### config.mk
export PLATFORM = sky130hd
export DESIGN_NAME = swmpc_ctrl
export DESIGN_NICKNAME = d
export VERILOG_FILES = /design/src/sliding_window_min_path_cost_core_assert.svh /design/src/swmpc_pkg.sv /design/src/swmpc_ctrl.sv
export SDC_FILE = /design/constraint.sdc
export NUM_CORES = 1
export LEC_CHECK = 0
export BUFFER_PORTS_ARGS = -buffer_cell sky130_fd_sc_hd__buf_2
export CAP_MARGIN = 40
export CORE_ASPECT_RATIO = 0.75
export CORE_MARGIN = 2
export CORE_UTILIZATION = 55
export DETAILED_ROUTE_END_ITERATION = 16
export HOLD_SLACK_MARGIN = 0.1
export PLACE_DENSITY = 0.81
export SLEW_MARGIN = 40
export SYNTH_ARGS = -nofsm -noshare
export SYNTH_HDL_FRONTEND = slang
export SYNTH_SLANG_ARGS = --single-unit
export TNS_END_PERCENT = 30
### constraint.sdc
create_clock -name clk -period 7.42 [get_ports clk]
set_input_delay 1.484 -clock clk [delete_from_list [all_inputs] [get_ports clk]]
set_output_delay 1.484 -clock clk [all_outputs]
set_load 0.01 [all_outputs]
### src/sliding_window_min_path_cost_core_assert.svh
// Assertion macros for the sliding window minimum path cost core
`ifndef SLIDING_WINDOW_MIN_PATH_COST_CORE_ASSERT_SVH
`define SLIDING_WINDOW_MIN_PATH_COST_CORE_ASSERT_SVH

// same-cycle implication, sampled on clk, off during rst
`define SWMPC_CHECK_NOW(lbl, ante, cons) \
  lbl: assert property (@(posedge clk) disable iff (rst) (ante) |-> (cons)) \
    else $error("sliding window core: same-cycle check failed");

// next-cycle implication, sampled on clk, off during rst
`define SWMPC_CHECK_NEXT(lbl, ante, cons) \
  lbl: assert property (@(posedge clk) disable iff (rst) (ante) |=> (cons)) \
    else $error("sliding window core: next-cycle check failed");

`endif

### src/swmpc_pkg.sv
// Shared widths, constants, state type and saturating add for the path cost core
package swmpc_pkg;

  localparam int MAX_WINDOW_DEF = 1024;
  localparam int STEP_W         = 32;
  localparam int COST_W         = 56;
  localparam int CFG_W          = 11;

  localparam logic [COST_W-1:0] COST_MAX = '1;

  typedef enum logic [2:0] {
    ST_IDLE,
    ST_QCHK,
    ST_FRD,
    ST_FCHK,
    ST_BCHK,
    ST_PUSH
  } state_t;

  function automatic logic [COST_W-1:0] sat_add(input logic [COST_W-1:0] a,
                                                input logic [STEP_W-1:0] b);
    logic [COST_W:0] s;
    s = (COST_W+1)'(a) + (COST_W+1)'(b);
    return s[COST_W] ? COST_MAX : s[COST_W-1:0];
  endfunction

endpackage

### src/swmpc_ctrl.sv
// Sequencer for the monotonic deque: window query, front expiry, back pops and push
module swmpc_ctrl #(
  parameter int MAX_WINDOW = swmpc_pkg::MAX_WINDOW_DEF,
  localparam int AW        = $clog2(MAX_WINDOW),
  localparam int PW        = AW + 1,
  localparam int DW        = PW + swmpc_pkg::COST_W
) (
  input  logic                          clk,
  input  logic                          rst,
  input  logic                          in_valid,
  output logic                          in_stall,
  input  logic [swmpc_pkg::STEP_W-1:0]  step_cost,
  input  logic                          start_req,
  input  logic                          cfg_we,
  input  logic [swmpc_pkg::CFG_W-1:0]   cfg_data,
  input  logic                          out_free,
  output logic                          res_push,
  output logic [swmpc_pkg::COST_W-1:0]  res_cost,
  output logic                          mem_we,
  output logic [AW-1:0]                 mem_waddr,
  output logic [DW-1:0]                 mem_wdata,
  output logic [AW-1:0]                 mem_raddr,
  input  logic [DW-1:0]                 mem_rdata
);

  import swmpc_pkg::*;

  localparam int CW = $clog2(MAX_WINDOW + 1);

  state_t          state;
  state_t          state_next;
  logic [CW-1:0]   weff;
  logic [CW-1:0]   stored;
  logic [CW-1:0]   count;
  logic [CW-1:0]   qoff;
  logic [AW-1:0]   head;
  logic [AW-1:0]   tail;
  logic [PW-1:0]   pos;
  logic [STEP_W-1:0] cost;
  logic [COST_W-1:0] sum;

  logic [PW-1:0]     rd_pos;
  logic [COST_W-1:0] rd_val;
  logic [PW-1:0]     age;
  logic              q_skip;
  logic              f_drop;
  logic [CW-1:0]     f_count;
  logic              b_pop;
  logic [CW-1:0]     b_count;
  logic              accept;

  function automatic logic [AW-1:0] ring_inc(input logic [AW-1:0] a);
    return (a == AW'(MAX_WINDOW - 1)) ? '0 : a + 1'b1;
  endfunction

  function automatic logic [AW-1:0] ring_dec(input logic [AW-1:0] a);
    return (a == '0) ? AW'(MAX_WINDOW - 1) : a - 1'b1;
  endfunction

  function automatic logic [AW-1:0] ring_add(input logic [AW-1:0] base,
                                             input logic [CW-1:0] off);
    logic [AW:0] s;
    s = (AW+1)'(base) + (AW+1)'(off);
    if (s >= (AW+1)'(MAX_WINDOW)) begin
      s = s - (AW+1)'(MAX_WINDOW);
    end
    return s[AW-1:0];
  endfunction

  function automatic logic [CW-1:0] clamp_window(input logic [CFG_W-1:0] d);
    if (d == '0) begin
      return CW'(1);
    end else if (32'(d) > 32'(MAX_WINDOW)) begin
      return CW'(MAX_WINDOW);
    end else begin
      return CW'(d);
    end
  endfunction

  assign rd_pos  = mem_rdata[DW-1:COST_W];
  assign rd_val  = mem_rdata[COST_W-1:0];
  assign age     = pos - rd_pos;
  assign q_skip  = age > PW'(weff);
  assign f_drop  = (count != '0) && (age == PW'(MAX_WINDOW));
  assign f_count = count - CW'(f_drop);
  assign b_pop   = rd_val >= sum;
  assign b_count = count - 1'b1;
  assign accept  = in_valid && (state == ST_IDLE);

  always_comb begin
    state_next = state;
    case (state)
      ST_IDLE: begin
        if (in_valid) begin
          if (start_req) begin
            state_next = ST_PUSH;
          end else if (stored < weff) begin
            state_next = ST_FRD;
          end else begin
            state_next = ST_QCHK;
          end
        end
      end
      ST_QCHK: state_next = q_skip ? ST_QCHK : ST_FCHK;
      ST_FRD:  state_next = ST_FCHK;
      ST_FCHK: state_next = (f_count == '0) ? ST_PUSH : ST_BCHK;
      ST_BCHK: state_next = (b_pop && (b_count != '0)) ? ST_BCHK : ST_PUSH;
      ST_PUSH: state_next = out_free ? ST_IDLE : ST_PUSH;
      default: state_next = ST_IDLE;
    endcase
  end

  always_comb begin
    in_stall  = (state != ST_IDLE);
    mem_we    = (state == ST_PUSH) && out_free;
    res_push  = (state == ST_PUSH) && out_free;
    res_cost  = sum;
    mem_waddr = tail;
    mem_wdata = {pos, sum};
    case (state)
      ST_IDLE: mem_raddr = ring_add(head, qoff);
      ST_QCHK: mem_raddr = q_skip ? ring_add(head, qoff + 1'b1) : head;
      ST_FRD:  mem_raddr = head;
      ST_FCHK: mem_raddr = ring_dec(tail);
      ST_BCHK: mem_raddr = ring_dec(ring_dec(tail));
      default: mem_raddr = head;
    endcase
  end

  always_ff @(posedge clk) begin
    if (rst) begin
      state  <= ST_IDLE;
      weff   <= CW'(1);
      stored <= '0;
      count  <= '0;
      qoff   <= '0;
      head   <= '0;
      tail   <= '0;
      pos    <= '0;
    end else begin
      state <= state_next;
      if (cfg_we) begin
        weff <= clamp_window(cfg_data);
        qoff <= '0;
      end
      case (state)
        ST_IDLE: begin
          if (in_valid && start_req) begin
            stored <= '0;
            count  <= '0;
            qoff   <= '0;
            head   <= '0;
            tail   <= '0;
            pos    <= '0;
          end
        end
        ST_QCHK: begin
          if (q_skip) begin
            qoff <= qoff + 1'b1;
          end
        end
        ST_FCHK: begin
          if (f_drop) begin
            head  <= ring_inc(head);
            count <= f_count;
            qoff  <= (qoff != '0) ? qoff - 1'b1 : '0;
          end
        end
        ST_BCHK: begin
          if (b_pop) begin
            tail  <= ring_dec(tail);
            count <= b_count;
          end
        end
        ST_PUSH: begin
          if (out_free) begin
            tail  <= ring_inc(tail);
            count <= count + 1'b1;
            qoff  <= (qoff > count) ? count : qoff;
            pos   <= pos + 1'b1;
            if (stored != CW'(MAX_WINDOW)) begin
              stored <= stored + 1'b1;
            end
          end
        end
        default: begin
        end
      endcase
    end
  end

  always_ff @(posedge clk) begin
    if (accept) begin
      cost <= step_cost;
      sum  <= COST_W'(step_cost);
    end else if ((state == ST_QCHK) && !q_skip) begin
      sum <= sat_add(rd_val, cost);
    end
  end

endmodule

==> results.py <==
metrics = {
    "outcome": {
        "status": "finished, final reports clean",
    },
    "clock_tree": {
        "clock_latency_ns": 0.44,
        "post_cts_buffers": 0,
        "numClockSinks": 166,
        "cts-buffers-inserted": 17,
        "clockRootBuffer": "clkbuf_16",
        "h-tree-depth": 4,
        "cts_tree": "built",
        "cts_resized": 0,
        "postCtsHoldBufs": 0,
        "clk_pin_slew_ns": 0.07,
        "clock_path_buffers": 2,
    },
    "grt": {
        "grt_usage_pct": 31.4,
        "grt_pass1_vias": 13594,
        "grt_antenna_before_repair": 5,
        "overflow": 0,
        "grt_max_degree": 70,
        "grt_pass1_wl_um": 72200,
    },
    "floorplan": {
        "core_um2": 26200,
        "io_pins": 262,
        "dieArea_um2": 28300,
        "rows": 51,
        "fp.dieH_um": 146,
        "die_width_um": 193,
        "start_util_pct": 56.5,
    },
    "timing": {
        "slew_headroom_pct": 46.3,
        "fin_ws_ns": 0.343,
        "final.setup.tns_ns": 0,
        "maxSlewViolCount": 0,
        "final-setup-viol-count": 0,
        "post-route-min-period_ns": 7.08,
        "timing.final.crit_share_pct": 95.4,
        "hold_viol_final": 0,
        "rsz0062_at_grt": "false",
        "worstMarginPinSlew_ns": 0.805,
        "skew_ns": 0.0115,
        "fmax_ghz": 0.141,
    },
    "synthesis": {
        "synth_seq_area_share_pct": 26.8,
        "ys_warn_count": 0,
        "yosys_most_used_dff": "dfxtp_1",
        "synth_seq_cells": 166,
        "yosysUniqueCellTypes": 84,
        "syn_inst": 1868,
        "synth_fp_nets": 2152,
        "synth_edf_count": 64,
        "syn-cell-area_um2": 14800,
        "synth-async-reset-ratio_pct": 0,
        "synth_area_per_cell_um2": 7.93,
    },
    "routing": {
        "viasPerCell": 6.23,
        "firstDrtPassIters": 6,
        "antenna_left": 0,
        "route.vias.total": 14929,
        "drc": 0,
        "routedWlPerCell_um": 19.2,
        "totalWireLength_um": 45900,
        "drtIter0Drc": 1654,
    },
    "place": {
        "placement.setup.worst_slack_ns": 0.348,
        "placed_area_um2": 16000,
        "place.gp.congestion": 0.968,
        "dp_hpwl_um": 35200,
        "io_buffers": 261,
    },
    "finish": {
        "fin_nets": 2319,
        "postLayoutCoreUtil_pct": 63.2,
        "finish.instance_area_um2": 16600,
        "final_layout_size_suffix_gt1_share_pct": 16.5,
        "syn_to_final_growth_pct": 12.0,
    },
    "worst_setup_path": {
        "critical_path_required_ns": 5.94,
        "worstSetupStartpointType": "primary input",
        "path_class": "in2out",
        "crit_path_end_kind": "output port",
        "arrival_ns": 5.59,
        "critPathMaxFanout": 15,
    },
    "power_and_ir_drop": {
        "p_leak_nw": 7.33,
        "ir_drop_mv": 0.298,
        "cellPowerDensity_nw_per_um2": 326,
    },
    "flow_run": {
        "drv_cap": 0,
    },
    "hold_path": {
        "worst_hold_path_type": "reg2reg",
    },
}
==> layout by cell type (no fill, tap or decap), types with 6 or more instances in the layout <==
master,instances
o21ai_0,90
dfxtp_1,102
nand2_1,160
xor2_1,44
o22ai_1,17
o21bai_1,19
nor2_1,178
o32ai_1,7
edfxtp_1,64
ha_1,164
o211ai_1,20
a31oi_1,48
a22oi_1,12
and3_1,26
o221ai_1,8
a211o_1,7
nand4_1,27
a222oi_1,6
or3_1,18
nand2b_1,20
inv_1,148
a221oi_1,7
a211oi_1,16
nor2b_1,17
xnor2_1,78
clkbuf_16,17
o311a_1,6
nand3_1,55
nor4_1,11
and2_1,10
buf_2,261
or4_1,6
a21o_1,34
a21oi_1,147
a221o_1,6
buf_4,17
nor3_1,43
o21a_1,9
o31ai_1,7
==> metal layers <==
metal	wire length (um)	track usage [%]	up-vias
met5	27	0	-
met4	1220	10.0	4
met3	5240	8.18	87
met2	19600	46.6	862
met1	19900	44.5	6954
li1	-	-	7022
==> sequential cells by signal (all words and copies together) (netlist names) <==
name       count
stored        11
head          10
state          3
qoff          11
weff          11
res_cost      56
pos           11
cost          32
count         11
mem_waddr     10
==> cells by family after synthesis <==
| logic type | count (synthesis) | share of synthesized area, % |
|---|---|---|
| AND/OR/NAND/NOR | 606 | 19.6 |
| AO/OA/AOI/OAI | 519 | 22.9 |
| buffers and inverters | 281 | 8.70 |
| adder cells (fa/ha/maj) | 169 | 14.5 |
| flip-flops | 166 | 26.8 |
| XOR/XNOR | 122 | 7.22 |
| multiplexers | 5 | 0.355 |
==> synth_stat cells (19+ instances only) <==
cell | instances | area (um^2)
o21bai_1 | 19 | 143
ha_1 | 164 | 2050
xor2_1 | 44 | 385
xnor2_1 | 78 | 683
nand4_1 | 27 | 169
nor3_1 | 44 | 220
and3_1 | 26 | 163
o211ai_1 | 20 | 150
buf_4 | 59 | 443
inv_1 | 148 | 556
clkbuf_1 | 63 | 236
dfxtp_1 | 102 | 2040
a21o_1 | 34 | 255
edfxtp_1 | 64 | 1920
a21oi_1 | 147 | 736
nand2b_1 | 20 | 125
nand2_1 | 161 | 604
nand3_1 | 55 | 275
a31oi_1 | 48 | 300
o21ai_0 | 90 | 450
nor2_1 | 178 | 668
==> through the flow <==
| step | hold slack [ns] | total power, W | std cells |
|---|---|---|---|
| 3_5_place_dp | 0.463 | 0.00444 | 2360 |
| 5_1_grt | 0.489 | 0.00575 | 2393 |
| 2_1_floorplan | 0.445 | 0.00361 | 1868 |
| 3_3_place_gp | 0.457 | 0.00435 | 2360 |
| 4_1_cts | 0.474 | 0.00534 | 2392 |
| 6_report | 0.470 | 0.00540 | 2395 |
==> critical path, cell delays in order <==
cell,delay (ns)
buf_2,0.08
ha_1,0.21
fa_1,0.24
nor2b_1,0.09
o21a_1,0.18
o311a_1,0.36
o41ai_1,0.39
xor2_1,0.35
inv_1,0.09
ha_1,0.32
nand4_1,0.11
nor3_1,0.05
a21oi_1,0.23
o31ai_4,0.19
buf_4,0.23
nand2_1,0.09
nand2_1,0.11
a221o_1,0.39
a221o_1,0.25
buf_2,0.14
==> power by group <==
part           internal [W]  switching (W)
clock network      0.000493       0.000389
logic               0.00112        0.00188
registers           0.00125       0.000262
total               0.00287        0.00253
==> worst paths after layout <==
kind,slack [ns],from,to,cells past startpoint
setup / recovery,0.34,mem_rdata[56],mem_raddr[8],20
hold / removal,0.47,weff[8]$_SDFFE_PP0P_,weff[8]$_SDFFE_PP0P_,2
setup reg to reg,2.23,pos[0]$_SDFFE_PP0P_,qoff[3]$_SDFFE_PP0P_,21
hold reg to reg,0.47,weff[8]$_SDFFE_PP0P_,weff[8]$_SDFFE_PP0P_,2
==> area by class of cell <==
| type | count | area, um^2 |
|---|---|---|
| clock inverter | 13 | 131 |
| antenna | 3 | 7.51 |
| fill | 2301 | 9640 |
| timing repair buffer | 279 | 1450 |
| sequential | 166 | 3960 |
| multi-input combinational | 1421 | 9600 |
| clock buffer | 19 | 433 |
| inverter | 150 | 563 |
| tap | 344 | 430 |
Power figures use the tool's default switching activity.
